$ cat config.mk
export PLATFORM = sky130hd
export DESIGN_NAME = room_presence_detector
export DESIGN_NICKNAME = d
export VERILOG_FILES = /design/src/design/rpd_pkg.sv /design/src/design/room_presence_detector.sv /design/src/design/rpd_front.sv /design/src/design/rpd_queue.sv /design/src/design/rpd_back.sv
export SDC_FILE = /design/constraint.sdc
export NUM_CORES = 1
export LEC_CHECK = 0
export BUFFER_PORTS_ARGS = -buffer_cell sky130_fd_sc_hd__buf_2
export CAP_MARGIN = 20
export CORE_MARGIN = 2
export CORE_UTILIZATION = 46
export CTS_BUF_LIST = sky130_fd_sc_hd__clkbuf_8
export CTS_CLUSTER_DIAMETER = 150
export DETAILED_ROUTE_END_ITERATION = 16
export SYNTH_ARGS = -nofsm -noshare
export SYNTH_HDL_FRONTEND = slang
export SYNTH_SLANG_ARGS = --single-unit
$ cat constraint.sdc
create_clock -name clk_i -period 8.7 [get_ports clk_i]
set_input_delay 1.305 -clock clk_i [delete_from_list [all_inputs] [get_ports clk_i]]
set_output_delay 1.305 -clock clk_i [all_outputs]
set_load 0.005 [all_outputs]
$ cat src/design/rpd_pkg.sv
// Shared types and constants for the room presence detector.
`timescale 1ns / 1ps
`default_nettype none

package rpd_pkg;

  // Operation codes carried by an input beat
  localparam logic [1:0] OP_SENSOR = 2'd0;
  localparam logic [1:0] OP_REPORT = 2'd1;
  localparam logic [1:0] OP_CLEAR  = 2'd2;

  // Configuration register indexes
  localparam logic [2:0] CFG_LIGHT_ON_LEVEL   = 3'd0;
  localparam logic [2:0] CFG_LIGHT_JUMP       = 3'd1;
  localparam logic [2:0] CFG_NEAR_RSSI        = 3'd2;
  localparam logic [2:0] CFG_ENTRY_RSSI       = 3'd3;
  localparam logic [2:0] CFG_AWAY_TIMEOUT_MS  = 3'd4;
  localparam logic [2:0] CFG_RADIO_HOLDOFF_MS = 3'd5;
  localparam logic [2:0] CFG_LIGHT_HOLDOFF_MS = 3'd6;
  localparam logic [2:0] CFG_SCAN_PERIOD_MS   = 3'd7;

  // Reset values of the configuration registers
  localparam logic [11:0]       RST_LIGHT_ON_LEVEL   = 12'd800;
  localparam logic [11:0]       RST_LIGHT_JUMP       = 12'd400;
  localparam logic signed [7:0] RST_NEAR_RSSI        = -8'sd65;
  localparam logic signed [7:0] RST_ENTRY_RSSI       = -8'sd60;
  localparam logic [31:0]       RST_AWAY_TIMEOUT_MS  = 32'd180000;
  localparam logic [31:0]       RST_RADIO_HOLDOFF_MS = 32'd30000;
  localparam logic [31:0]       RST_LIGHT_HOLDOFF_MS = 32'd15000;
  localparam logic [31:0]       RST_SCAN_PERIOD_MS   = 32'd10000;

  // Signal strength floor, used at reset and after each scan epoch
  localparam logic signed [7:0] RSSI_FLOOR = -8'sd120;

  // Last entry cause
  typedef enum logic [1:0] {
    CAUSE_NONE  = 2'd0,
    CAUSE_RADIO = 2'd1,
    CAUSE_LIGHT = 2'd2
  } cause_e;

  // Configuration register file contents
  typedef struct packed {
    logic [11:0]       light_on_level;
    logic [11:0]       light_jump;
    logic signed [7:0] near_rssi;
    logic signed [7:0] entry_rssi;
    logic [31:0]       away_timeout_ms;
    logic [31:0]       radio_holdoff_ms;
    logic [31:0]       light_holdoff_ms;
    logic [31:0]       scan_period_ms;
  } cfg_t;

  // Classified beat passed from front to back
  typedef struct packed {
    logic [1:0]        op;
    logic [31:0]       now_ms;
    logic              night;
    logic              switch_on;
    logic signed [7:0] rssi;
  } qitem_t;

endpackage

`default_nettype wire

$ cat src/design/room_presence_detector.sv
// Top level of the room presence detector: config registers, front, queue, back.
//
//   channel  | direction | handshake              | payload
//   ---------+-----------+------------------------+-------------------------------------
//   in       | input     | in_valid_i/in_ready_o  | operation, now_ms, light_level,
//            |           |                        | night_mode, rssi
//   out      | output    | out_valid_o/out_ready_i| in_room, presence_flag,
//            |           |                        | strongest_rssi, trigger_cause, entered
//   cfg      | input     | cfg_we_i               | cfg_idx_i, cfg_data_i
//
// One beat per cycle sustained while out_ready_i is high; a beat's result passes two
// registers (front classify into the queue at the accepting edge, back state update into
// the result register when the back end pops the queue entry).
// The back end's state update at each pop sets the rate of one beat per cycle.
// Reset clears control state and loads the default configuration; no clearing pass.
// A stalled output holds the back end; the queue keeps the front accepting until full.
`timescale 1ns / 1ps
`default_nettype none

module room_presence_detector #(
  parameter int QueueDepth = 2
) (
  input  wire logic              clk_i,
  input  wire logic              rst_ni,
  input  wire logic              cfg_we_i,
  input  wire logic [2:0]        cfg_idx_i,
  input  wire logic [31:0]       cfg_data_i,
  input  wire logic              in_valid_i,
  output logic                   in_ready_o,
  input  wire logic [1:0]        operation_i,
  input  wire logic [31:0]       now_ms_i,
  input  wire logic [11:0]       light_level_i,
  input  wire logic              night_mode_i,
  input  wire logic signed [7:0] rssi_i,
  output logic                   out_valid_o,
  input  wire logic              out_ready_i,
  output logic                   in_room_o,
  output logic                   presence_flag_o,
  output logic signed [7:0]      strongest_rssi_o,
  output logic [1:0]             trigger_cause_o,
  output logic                   entered_o
);
  import rpd_pkg::*;

  cfg_t   cfg_q, cfg_d;
  logic   push_valid, push_ready, pop_valid, pop_ready;
  qitem_t push_item, pop_item;

  // Configuration write decode
  always_comb begin
    cfg_d = cfg_q;
    if (cfg_we_i) begin
      case (cfg_idx_i)
        CFG_LIGHT_ON_LEVEL:   cfg_d.light_on_level   = cfg_data_i[11:0];
        CFG_LIGHT_JUMP:       cfg_d.light_jump       = cfg_data_i[11:0];
        CFG_NEAR_RSSI:        cfg_d.near_rssi        = cfg_data_i[7:0];
        CFG_ENTRY_RSSI:       cfg_d.entry_rssi       = cfg_data_i[7:0];
        CFG_AWAY_TIMEOUT_MS:  cfg_d.away_timeout_ms  = cfg_data_i;
        CFG_RADIO_HOLDOFF_MS: cfg_d.radio_holdoff_ms = cfg_data_i;
        CFG_LIGHT_HOLDOFF_MS: cfg_d.light_holdoff_ms = cfg_data_i;
        CFG_SCAN_PERIOD_MS:   cfg_d.scan_period_ms   = cfg_data_i;
        default: begin
        end
      endcase
    end
  end

  always_ff @(posedge clk_i or negedge rst_ni) begin
    if (!rst_ni) begin
      cfg_q.light_on_level   <= RST_LIGHT_ON_LEVEL;
      cfg_q.light_jump       <= RST_LIGHT_JUMP;
      cfg_q.near_rssi        <= RST_NEAR_RSSI;
      cfg_q.entry_rssi       <= RST_ENTRY_RSSI;
      cfg_q.away_timeout_ms  <= RST_AWAY_TIMEOUT_MS;
      cfg_q.radio_holdoff_ms <= RST_RADIO_HOLDOFF_MS;
      cfg_q.light_holdoff_ms <= RST_LIGHT_HOLDOFF_MS;
      cfg_q.scan_period_ms   <= RST_SCAN_PERIOD_MS;
    end else begin
      cfg_q <= cfg_d;
    end
  end

  rpd_front u_front (
    .clk_i         (clk_i),
    .rst_ni        (rst_ni),
    .cfg_i         (cfg_q),
    .in_valid_i    (in_valid_i),
    .in_ready_o    (in_ready_o),
    .operation_i   (operation_i),
    .now_ms_i      (now_ms_i),
    .light_level_i (light_level_i),
    .night_mode_i  (night_mode_i),
    .rssi_i        (rssi_i),
    .push_valid_o  (push_valid),
    .push_ready_i  (push_ready),
    .push_item_o   (push_item)
  );

  rpd_queue #(
    .Depth (QueueDepth)
  ) u_queue (
    .clk_i        (clk_i),
    .rst_ni       (rst_ni),
    .push_valid_i (push_valid),
    .push_ready_o (push_ready),
    .push_item_i  (push_item),
    .pop_valid_o  (pop_valid),
    .pop_ready_i  (pop_ready),
    .pop_item_o   (pop_item)
  );

  rpd_back u_back (
    .clk_i            (clk_i),
    .rst_ni           (rst_ni),
    .cfg_i            (cfg_q),
    .pop_valid_i      (pop_valid),
    .pop_ready_o      (pop_ready),
    .pop_item_i       (pop_item),
    .out_valid_o      (out_valid_o),
    .out_ready_i      (out_ready_i),
    .in_room_o        (in_room_o),
    .presence_flag_o  (presence_flag_o),
    .strongest_rssi_o (strongest_rssi_o),
    .trigger_cause_o  (trigger_cause_o),
    .entered_o        (entered_o)
  );

endmodule

`default_nettype wire

$ cat src/design/rpd_front.sv
// Front end: accepts input beats, detects light-on events, pushes classified beats.
`timescale 1ns / 1ps
`default_nettype none

module rpd_front (
  input  wire logic                  clk_i,
  input  wire logic                  rst_ni,
  input  wire rpd_pkg::cfg_t         cfg_i,
  input  wire logic                  in_valid_i,
  output logic                       in_ready_o,
  input  wire logic [1:0]            operation_i,
  input  wire logic [31:0]           now_ms_i,
  input  wire logic [11:0]           light_level_i,
  input  wire logic                  night_mode_i,
  input  wire logic signed [7:0]     rssi_i,
  output logic                       push_valid_o,
  input  wire logic                  push_ready_i,
  output rpd_pkg::qitem_t            push_item_o
);
  import rpd_pkg::*;

  logic        was_night_q, was_night_d;
  logic [11:0] prev_light_q, prev_light_d;
  logic        night_fell, level_cross, level_jump, switch_on;
  logic [12:0] jump_target;
  logic        accept;

  assign in_ready_o   = push_ready_i;
  assign push_valid_o = in_valid_i;
  assign accept       = in_valid_i && push_ready_i;

  // Light-on detection against the previous sensor sample
  always_comb begin
    jump_target = {1'b0, prev_light_q} + {1'b0, cfg_i.light_jump};
    night_fell  = was_night_q && !night_mode_i;
    level_cross = (prev_light_q != 12'd0) && (light_level_i >= cfg_i.light_on_level) &&
                  (prev_light_q < cfg_i.light_on_level);
    level_jump  = (prev_light_q != 12'd0) && ({1'b0, light_level_i} >= jump_target) &&
                  (light_level_i >= cfg_i.light_on_level);
    switch_on   = night_fell || level_cross || level_jump;
  end

  // Classified beat
  always_comb begin
    push_item_o.op        = operation_i;
    push_item_o.now_ms    = now_ms_i;
    push_item_o.night     = night_mode_i;
    push_item_o.switch_on = switch_on;
    push_item_o.rssi      = rssi_i;
  end

  // Sample history moves only on accepted sensor updates
  always_comb begin
    was_night_d  = was_night_q;
    prev_light_d = prev_light_q;
    if (accept && (operation_i == OP_SENSOR)) begin
      was_night_d  = night_mode_i;
      prev_light_d = light_level_i;
    end
  end

  always_ff @(posedge clk_i or negedge rst_ni) begin
    if (!rst_ni) begin
      was_night_q  <= 1'b0;
      prev_light_q <= 12'd0;
    end else begin
      was_night_q  <= was_night_d;
      prev_light_q <= prev_light_d;
    end
  end

endmodule

`default_nettype wire

$ cat src/design/rpd_queue.sv
// Short FIFO of classified beats between the front and back ends.
`timescale 1ns / 1ps
`default_nettype none

module rpd_queue #(
  parameter int Depth = 2
) (
  input  wire logic            clk_i,
  input  wire logic            rst_ni,
  input  wire logic            push_valid_i,
  output logic                 push_ready_o,
  input  wire rpd_pkg::qitem_t push_item_i,
  output logic                 pop_valid_o,
  input  wire logic            pop_ready_i,
  output rpd_pkg::qitem_t      pop_item_o
);
  import rpd_pkg::*;

  localparam int PtrW = (Depth > 1) ? $clog2(Depth) : 1;
  localparam int CntW = $clog2(Depth + 1);
  localparam logic [PtrW-1:0] LastPtr = PtrW'(Depth - 1);
  localparam logic [CntW-1:0] FullCnt = CntW'(Depth);

  qitem_t          mem_q [Depth];
  logic [PtrW-1:0] wr_ptr_q, wr_ptr_d, rd_ptr_q, rd_ptr_d;
  logic [CntW-1:0] count_q, count_d;
  logic            do_push, do_pop;

  assign push_ready_o = (count_q != FullCnt);
  assign pop_valid_o  = (count_q != '0);
  assign pop_item_o   = mem_q[rd_ptr_q];
  assign do_push      = push_valid_i && push_ready_o;
  assign do_pop       = pop_valid_o && pop_ready_i;

  // Pointer and fill count update
  always_comb begin
    wr_ptr_d = wr_ptr_q;
    rd_ptr_d = rd_ptr_q;
    count_d  = count_q;
    if (do_push) wr_ptr_d = (wr_ptr_q == LastPtr) ? '0 : wr_ptr_q + 1'b1;
    if (do_pop)  rd_ptr_d = (rd_ptr_q == LastPtr) ? '0 : rd_ptr_q + 1'b1;
    if (do_push && !do_pop) count_d = count_q + 1'b1;
    if (!do_push && do_pop) count_d = count_q - 1'b1;
  end

  always_ff @(posedge clk_i or negedge rst_ni) begin
    if (!rst_ni) begin
      wr_ptr_q <= '0;
      rd_ptr_q <= '0;
      count_q  <= '0;
    end else begin
      wr_ptr_q <= wr_ptr_d;
      rd_ptr_q <= rd_ptr_d;
      count_q  <= count_d;
    end
  end

  // Entry storage, no reset needed
  always_ff @(posedge clk_i) begin
    if (do_push) mem_q[wr_ptr_q] <= push_item_i;
  end

  a_count_bound: assert property (@(posedge clk_i) disable iff (!rst_ni)
    count_q <= FullCnt)
    else $error("queue fill count beyond depth");

  a_push_pop_count: assert property (@(posedge clk_i) disable iff (!rst_ni)
    (do_push && !do_pop) |=> (count_q == $past(count_q) + 1'b1))
    else $error("queue count missed a push");

endmodule

`default_nettype wire

$ cat src/design/rpd_back.sv
// Back end: room state machine, scan epochs and the result register.
`timescale 1ns / 1ps
`default_nettype none

module rpd_back (
  input  wire logic              clk_i,
  input  wire logic              rst_ni,
  input  wire rpd_pkg::cfg_t     cfg_i,
  input  wire logic              pop_valid_i,
  output logic                   pop_ready_o,
  input  wire rpd_pkg::qitem_t   pop_item_i,
  output logic                   out_valid_o,
  input  wire logic              out_ready_i,
  output logic                   in_room_o,
  output logic                   presence_flag_o,
  output logic signed [7:0]      strongest_rssi_o,
  output logic [1:0]             trigger_cause_o,
  output logic                   entered_o
);
  import rpd_pkg::*;

  // Room state, local to this machine
  typedef enum logic {
    ST_AWAY    = 1'b0,
    ST_IN_ROOM = 1'b1
  } room_e;

  room_e             room_q, room_d;
  logic [31:0]       last_scan_q, last_scan_d;
  logic [31:0]       last_strong_q, last_strong_d;
  logic [31:0]       last_trigger_q, last_trigger_d;
  logic signed [7:0] strongest_q, strongest_d;
  logic signed [7:0] scan_max_q, scan_max_d;
  logic              sticky_q, sticky_d;
  cause_e            cause_q, cause_d;
  logic              entered_d;

  logic              out_valid_q, out_valid_d;
  logic              out_room_q, out_sticky_q, out_entered_q;
  logic signed [7:0] out_strong_q;
  cause_e            out_cause_q;

  logic              do_pop;
  logic [31:0]       since_scan, since_strong, since_trigger;
  logic              scan_due, scan_strong, radio_ok, light_ok;
  logic signed [7:0] rssi_in;

  assign pop_ready_o = !out_valid_q || out_ready_i;
  assign do_pop      = pop_valid_i && pop_ready_o;
  assign rssi_in     = pop_item_i.rssi;

  // Elapsed times, all modulo 2^32
  always_comb begin
    since_scan    = pop_item_i.now_ms - last_scan_q;
    since_strong  = pop_item_i.now_ms - last_strong_q;
    since_trigger = pop_item_i.now_ms - last_trigger_q;
    scan_due      = since_scan >= cfg_i.scan_period_ms;
    scan_strong   = scan_due && (scan_max_q >= cfg_i.near_rssi);
  end

  // Next state for one beat
  always_comb begin
    room_d         = room_q;
    last_scan_d    = last_scan_q;
    last_strong_d  = last_strong_q;
    last_trigger_d = last_trigger_q;
    strongest_d    = strongest_q;
    scan_max_d     = scan_max_q;
    sticky_d       = sticky_q;
    cause_d        = cause_q;
    entered_d      = 1'b0;
    radio_ok       = 1'b0;
    light_ok       = 1'b0;
    case (pop_item_i.op)
      OP_SENSOR: begin
        if (scan_due) begin
          last_scan_d = pop_item_i.now_ms;
          strongest_d = scan_max_q;
          scan_max_d  = RSSI_FLOOR;
        end
        if (scan_strong) last_strong_d = pop_item_i.now_ms;
        radio_ok = (strongest_d >= cfg_i.entry_rssi) &&
                   (since_trigger >= cfg_i.radio_holdoff_ms);
        light_ok = pop_item_i.switch_on && (since_trigger >= cfg_i.light_holdoff_ms);
        if (room_q == ST_IN_ROOM) begin
          // a fresh strong epoch makes the elapsed time zero
          if (!scan_strong && (since_strong > cfg_i.away_timeout_ms) && pop_item_i.night)
            room_d = ST_AWAY;
        end else if (radio_ok || light_ok) begin
          room_d         = ST_IN_ROOM;
          sticky_d       = 1'b1;
          last_trigger_d = pop_item_i.now_ms;
          entered_d      = 1'b1;
          if (radio_ok) begin
            cause_d       = CAUSE_RADIO;
            last_strong_d = pop_item_i.now_ms;
          end else begin
            cause_d = CAUSE_LIGHT;
          end
        end
      end
      OP_REPORT: begin
        if (rssi_in > scan_max_q) scan_max_d = rssi_in;
      end
      OP_CLEAR: begin
        sticky_d = 1'b0;
      end
      default: begin
      end
    endcase
  end

  // Result register valid
  always_comb begin
    out_valid_d = out_valid_q;
    if (out_ready_i) out_valid_d = 1'b0;
    if (do_pop)      out_valid_d = 1'b1;
  end

  always_ff @(posedge clk_i or negedge rst_ni) begin
    if (!rst_ni) begin
      room_q         <= ST_AWAY;
      last_scan_q    <= 32'd0;
      last_strong_q  <= 32'd0;
      last_trigger_q <= 32'd0;
      strongest_q    <= RSSI_FLOOR;
      scan_max_q     <= RSSI_FLOOR;
      sticky_q       <= 1'b0;
      cause_q        <= CAUSE_NONE;
      out_valid_q    <= 1'b0;
    end else begin
      out_valid_q <= out_valid_d;
      if (do_pop) begin
        room_q         <= room_d;
        last_scan_q    <= last_scan_d;
        last_strong_q  <= last_strong_d;
        last_trigger_q <= last_trigger_d;
        strongest_q    <= strongest_d;
        scan_max_q     <= scan_max_d;
        sticky_q       <= sticky_d;
        cause_q        <= cause_d;
      end
    end
  end

  // Result payload
  always_ff @(posedge clk_i) begin
    if (do_pop) begin
      out_room_q    <= (room_d == ST_IN_ROOM);
      out_sticky_q  <= sticky_d;
      out_strong_q  <= strongest_d;
      out_cause_q   <= cause_d;
      out_entered_q <= entered_d;
    end
  end

  assign out_valid_o      = out_valid_q;
  assign in_room_o        = out_room_q;
  assign presence_flag_o  = out_sticky_q;
  assign strongest_rssi_o = out_strong_q;
  assign trigger_cause_o  = out_cause_q;
  assign entered_o        = out_entered_q;

  a_entered_state: assert property (@(posedge clk_i) disable iff (!rst_ni)
    (out_valid_q && out_entered_q) |->
      (out_room_q && out_sticky_q && (out_cause_q != CAUSE_NONE)))
    else $error("entry beat without room, flag or cause");

  a_entry_from_away: assert property (@(posedge clk_i) disable iff (!rst_ni)
    (do_pop && entered_d) |-> (room_q == ST_AWAY))
    else $error("entry taken while already in room");

  a_sticky_cause: assert property (@(posedge clk_i) disable iff (!rst_ni)
    sticky_q |-> (cause_q != CAUSE_NONE))
    else $error("presence flag set with no cause");

endmodule

`default_nettype wire
==> results of run 1 <==
-- tightest hold or removal path, cell delays in order (launching register included) --
cell,delay [ns]
dfstp_2,0.38
nand2_1,0.05
o21ai_0,0.06
-- cells by family (layout without fill, tap and decap cells) --
kind of cell | count (synthesis) | count (layout)
adder cells (fa/ha/maj) | 298 | 298
XOR/XNOR | 100 | 100
multiplexers | 239 | 239
AO/OA/AOI/OAI | 527 | 527
flip-flops | 403 | 403
buffers and inverters | 334 | 562
AND/OR/NAND/NOR | 426 | 426
other | 0 | 2
-- flip-flops by register name, indices dropped and copies added (netlist names), 8 cells and up --
name / cells
cfg_q: 168
u_back.last_scan_q: 32
u_back.last_strong_q: 32
u_back.last_trigger_q: 32
u_back.scan_max_q: 8
u_back.strongest_q: 8
u_back.strongest_rssi_o: 8
u_front.prev_light_q: 12
u_queue.mem_q: 88
-- layout make-up --
cell class	count	area (um^2)	share of cell area
Antenna cell	2	5.00	0.000181
Clock buffer	83	1140	0.0413
Clock inverter	55	322	0.0116
Inverter	280	1050	0.0380
Timing Repair Buffer	144	910	0.0329
Tap cell	688	861	0.0311
Multi-Input combinational cell	1590	12700	0.460
Sequential cell	403	10700	0.385
-- synth_stat cells, drive strengths merged (4+ instances only) --
library cell and instances:
a31oi 11, nand2b 26, nor4 7, dfrtp 254, o21a 22, a21boi 4
or3 4, a21o 84, a221o 4, o2111ai 4, edfxtp 101, o21bai 11
and2 6, mux2i 4, a22o 7, nor3b 4, dfstp 48, and4 5
mux2 235, nand4b 4, clkbuf 45, xnor2 70, buf 9, nand2 137
nor2b 28, o31ai 4, inv 280, nor2 119, fa 4, nor3 11
a211oi 17, and3 15, a2111oi 5, nand4 29, o21ai 142, o211ai 11
a21oi 167, xor2 30, ha 294, nand3 24
-- worst max path at each step --
stage / startpoint / end / slack (ns) / cells past startpoint
5_1_grt: u_queue.rd_ptr_q / u_back.last_trigger_q[10] / -0.09 / 35
2_1_floorplan: u_queue.rd_ptr_q / u_back.last_strong_q[10] / 0.18 / 34
6_report: u_queue.rd_ptr_q / u_back.last_trigger_q[17] / 0.35 / 34
3_5_place_dp: u_queue.rd_ptr_q / u_back.last_trigger_q[1] / 0.19 / 32
3_3_place_gp: u_queue.rd_ptr_q / u_back.last_trigger_q[8] / 0.36 / 32
4_1_cts: u_queue.rd_ptr_q / u_back.last_trigger_q[7] / 0.08 / 32
-- timing repair --
item / CTS / global route
buffers inserted: 0 / 9
hold buffers: 0 / 0
setup endpoints to repair: 0 / 68
gates resized for setup: 0 / 12
-- routing by layer --
metal	up-vias	track usage	share of wire
li1	8580	-	-
met1	8538	0.308	0.47
met2	353	0.361	0.46
met3	103	0.0348	0.041
met4	0	0.0633	0.024
met5	-	0	0
-- stage by stage --
| step | TNS [ns] | hold slack (ns) | area [um^2] |
|---|---|---|---|
| 2_1_floorplan | 0 | 0.451 | 24600 |
| 3_3_place_gp | 0 | 0.471 | 26000 |
| 3_5_place_dp | 0 | 0.483 | 26000 |
| 4_1_cts | 0 | 0.501 | 27500 |
| 5_1_grt | -3.10 | 0.511 | 27700 |
| 6_report | 0 | 0.496 | 27700 |
==> flow_summary.yaml, run 1 <==
global_route:
  track_usage: 0.222
  grt_max_degree: 162
  antenna_found_initial: 5
  grt_pass1_wl_um: 97100
  grt_pass1_vias: 17575
  gr-total-overflow: 0
setup_path:
  critPathArrivalTime_ns: 8.89
  ff2ff_path_depth: 34
  cpLargestDelayFamily: "compound AO/OA/AOI/OAI gates"
  reg2reg_to: "u_back.last_trigger_q[17]"
  r2r-start: "u_queue.rd_ptr_q"
  path_max_fanout: 24
  critPathMaxStageDelay_ns: 0.48
  worst_ep_required_time_ns: 9.24
  slowest_stage: "o41a_4"
  ff2ff_setup_slack_ns: 0.35
  end_kind: "flip-flop"
  path_buf_inv: 6
  crit_top_cell: "a21o_1"
  crit_type: "reg2reg"
  setup.worst_path.start_class: "flip-flop"
sta:
  final_max_slew_viol_count: 0
  finalSetupViolCount: 0
  clock_skew_ns: 0.0273
  maxSlewHeadroom: 0.319
  tightest_slew_ns: 1.01
  timing.final.ws_setup_ns: 0.348
  hold_viol_final: 0
  finalCritPeriodShare: 0.960
  max_freq_ghz: 0.120
  min_period_ns: 8.35
synth:
  synth_ff_type: "dfrtp_1"
  yosys.area_share.simple: 0.0821
  synth_top_family_by_area: "adder cells"
  synth.area.top_cells: "dfrtp_1 (26%), ha_1 (15%), edfxtp_1 (12%), mux2_2 (11%), dfstp_2 (5.1%)"
  synth-edff-count: 101
  ys_seq_area_frac: 0.433
  synth-xor-area-share: 0.0356
  synth_cell_types: 76
  synthAdderAreaFrac: 0.153
  yosysTopAreaCellShare: 0.259
  synth_cells: 2327
  synthMuxAreaShare: 0.109
  syn_nets: 2720
  ys_ff_latch: 403
  synth-async-reset-ratio: 0.749
  synth_compound_area_frac: 0.136
  yosysWarningCount: 0
  synth.avg_cell_area_um2: 10.6
  synth_area_um2: 24600
  synth_top_cell_by_area: "dfrtp_1"
cells_and_area:
  final_cell_mix: "inv_1 (301), ha_1 (293), dfrtp_1 (253)"
  fin_cells: 3245
  layout_commonest_cell: "inv_1"
  nFillCells: 4693
  final_util: 0.526
  final_layout_size_suffix_gt1_frac: 0.221
  area_delta_synth_final_pct: 12.6
  nets: 2887
clock_tree:
  cts_made_buffers: 75
  clk_latency_ns: 0.68
  cts.reportedPaths.clkPinSlew_ns: 0.06
  cts_tree: "done"
  root_buffer: "clkbuf_8"
  clockBufferDepth: 3
  cts.sinks: 403
  cts-htree-levels: 3
placed_design:
  dp_cells: 3094
  place.gp.congestion: 0.884
  dp_slack_ns: 0.186
  portBuffers: 109
  dp_hpwl_um: 45300
route:
  ant_nets: 0
  drt-wirelength-per-cell_um: 18.9
  drtPass1Iterations: 5
  post-route-drc-count: 0
  vias: 17574
  wl_um: 61300
  viasPerCell: 5.42
  drt_iter0_drc: 1032
run:
  cap_violations: 0
floorplan:
  die-height_um: 235
  die_w_um: 235
  ios: 110
  core_area_um2: 52700
  start_util: 0.467
  dieArea_um2: 55300
  rows: 84
min_path:
  min_from: "u_back.strongest_q[7]"
  min_delay_path_depth: 2
  min_to: "u_back.strongest_q[7]"
  hold_path_class: "reg2reg"
run_status:
  outcome: "completed"
Power of run 1 is not shown: default switching activity piles up to over one toggle a cycle in this logic, so the estimate is an artifact.
==> run 2: changes to the inputs <==
--- a/config.mk
+++ b/config.mk
@@ -14,4 +14,5 @@
 export DETAILED_ROUTE_END_ITERATION = 16
 export SYNTH_ARGS = -nofsm -noshare
 export SYNTH_HDL_FRONTEND = slang
+export SYNTH_HIERARCHICAL = 1
 export SYNTH_SLANG_ARGS = --single-unit
==> flow_summary.yaml, run 2 <==
synth:
  syn_nets: 2711
  synth_cells: 2319
  synth-xor-area-share: 0.0340
  ys_ff_latch: 403
  synthTopCellsByCount: "ha_1 (293), inv_1 (288), dfrtp_1 (254), mux2_2 (229), a21oi_1 (136)"
  synth_cell_types: 92
  yosys.area_share.simple: 0.0694
  synth_top_cell_by_area: "dfrtp_1"
  yosysWarningCount: 6
  ys_seq_area_frac: 0.409
  synth-edff-count: 101
  synth-async-reset-ratio: 0.749
  yosysTopAreaCellShare: 0.244
  synth.avg_cell_area_um2: 11.2
  synth_top_family_by_area: "multiplexers"
  synth.area.top_cells: "dfrtp_1 (24%), ha_1 (14%), edfxtp_1 (12%), mux2_2 (9.9%), mux2_4 (5.2%)"
  synthAdderAreaFrac: 0.144
  synthMuxAreaShare: 0.153
  synth_area_um2: 26000
  synth_ff_type: "dfrtp_1"
  synth_compound_area_frac: 0.122
  yosysMostFrequentCell: "ha_1"
clock_tree:
  cts_hold_buf: 0
  cts-htree-levels: 3
  postCtsSetupRepairBufs: 0
  cts_resized: 0
  cts.reportedPaths.clkPinSlew_ns: 0.06
  clk_latency_ns: 0.66
  cts_tree: "done"
  clockBufferDepth: 3
  cts.sinks: 403
  root_buffer: "clkbuf_8"
  cts_made_buffers: 75
cells_and_area:
  area_delta_synth_final_pct: 10.1
  final_cell_mix: "inv_1 (305), ha_1 (293), dfrtp_1 (253)"
  finish.instance_area_um2: 28600
  largest_reg_flops: 168
  final_layout_size_suffix_gt1_frac: 0.259
  nFillCells: 5171
  largest-register: "cfg_q"
  final_util: 0.510
  reg_top3: "cfg_q (168), u_queue/mem_q (88)"
  layout_commonest_cell: "inv_1"
  nets: 2820
sta:
  finalSetupViolCount: 0
  final_max_slew_viol_count: 0
  hold_viol_final: 0
  min_period_ns: 7.92
  maxSlewHeadroom: 0.336
  max_freq_ghz: 0.126
  tns_ns: 0
  clock_skew_ns: 0.0460
  tightest_slew_ns: 0.986
  finalCritPeriodShare: 0.911
  rsz0062_at_grt: "no"
  timing.final.ws_setup_ns: 0.776
global_route:
  track_usage: 0.219
  grt_pass1_vias: 18273
  grt_pass1_wl_um: 101000
  grt_max_degree: 152
  gr-total-overflow: 0
  antenna_found_initial: 1
floorplan:
  dieArea_um2: 58500
  die_w_um: 242
  ios: 110
  start_util: 0.463
  rows: 87
  die-height_um: 242
  core_area_um2: 56200
setup_path:
  critPathMaxStageDelay_ns: 0.49
  end_kind: "flip-flop"
  critPathArrivalTime_ns: 8.43
  slowest_stage: "dfrtp_2"
  r2r-start: "u_queue/rd_ptr_q"
  path_max_fanout: 34
  ff2ff_setup_slack_ns: 0.78
  ff2ff_path_depth: 31
  reg2reg_to: "u_back/last_trigger_q[12]"
  setup.worst_path.start_class: "flip-flop"
  worst_ep_required_time_ns: 9.20
  crit_type: "reg2reg"
run_status:
  outcome: "completed"
placed_design:
  place_area_um2: 27000
  place.gp.congestion: 0.918
  dp_hpwl_um: 47400
  dp_slack_ns: 0.786
  portBuffers: 109
route:
  viasPerCell: 5.43
  vias: 17621
  drt-wirelength-per-cell_um: 19.6
  drtPass1Iterations: 5
  drt_iter0_drc: 1050
  wl_um: 63800
  post-route-drc-count: 0
  ant_nets: 0
min_path:
  hold_path_class: "reg2reg"
  min_to: "u_back/cause_q[0]"
  min_from: "u_back/cause_q[0]"
  min_delay_path_depth: 1
run:
  cap_violations: 0
-- run 2: routing by layer --
metal,track usage,part of all wire
met3,0.0402,0.043
met5,0,0
met1,0.304,0.48
met4,0.0659,0.025
met2,0.348,0.45
-- run 2: cells by family after synthesis --
logic type | Yosys count
AO/OA/AOI/OAI | 475
XOR/XNOR | 101
adder cells (fa/ha/maj) | 297
buffers and inverters | 381
flip-flops | 403
multiplexers | 323
AND/OR/NAND/NOR | 339
-- run 2: critical path, delay by kind of cell (launching register included) --
kind            cells  cell delay, ns
compound gates     16            2.93
fa+ha+maj           3            0.94
buf+inv             3            1.01
flops               1            0.49
mux                 4            1.30
simple gates        5            1.03
-- run 2: area by class of cell --
type / count / area [um^2] / share of cell area
antenna: 1 / 2.50 / 0.0000874
inverter: 288 / 1080 / 0.0377
tap: 756 / 946 / 0.0330
clock buffer: 83 / 1140 / 0.0399
clock inverter: 56 / 500 / 0.0175
multi-input combinational: 1535 / 13600 / 0.475
sequential: 403 / 10700 / 0.372
timing repair buffer: 125 / 698 / 0.0244
-- run 2: worst max-delay path by stage --
stage | cells after the start | start | slack [ns] | end
after global placement | 31 | u_queue/rd_ptr_q | 1.01 | u_back/last_trigger_q[30]
after floorplan | 36 | u_queue/rd_ptr_q | 1.96 | u_back/last_trigger_q[10]
after global routing | 31 | u_queue/rd_ptr_q | 0.24 | u_back/last_trigger_q[10]
after CTS | 31 | u_queue/rd_ptr_q | 0.70 | u_back/last_trigger_q[12]
final | 31 | u_queue/rd_ptr_q | 0.78 | u_back/last_trigger_q[12]
after detailed placement | 31 | u_queue/rd_ptr_q | 0.79 | u_back/last_trigger_q[16]
-- run 2: through the flow --
stage	instances	hold WS, ns
floorplan	2319	0.451
global placement	3106	0.468
detailed placement	3107	0.475
CTS	3246	0.494
global route	3247	0.517
finish	3247	0.492
Power of run 2 is left out for the same reason.
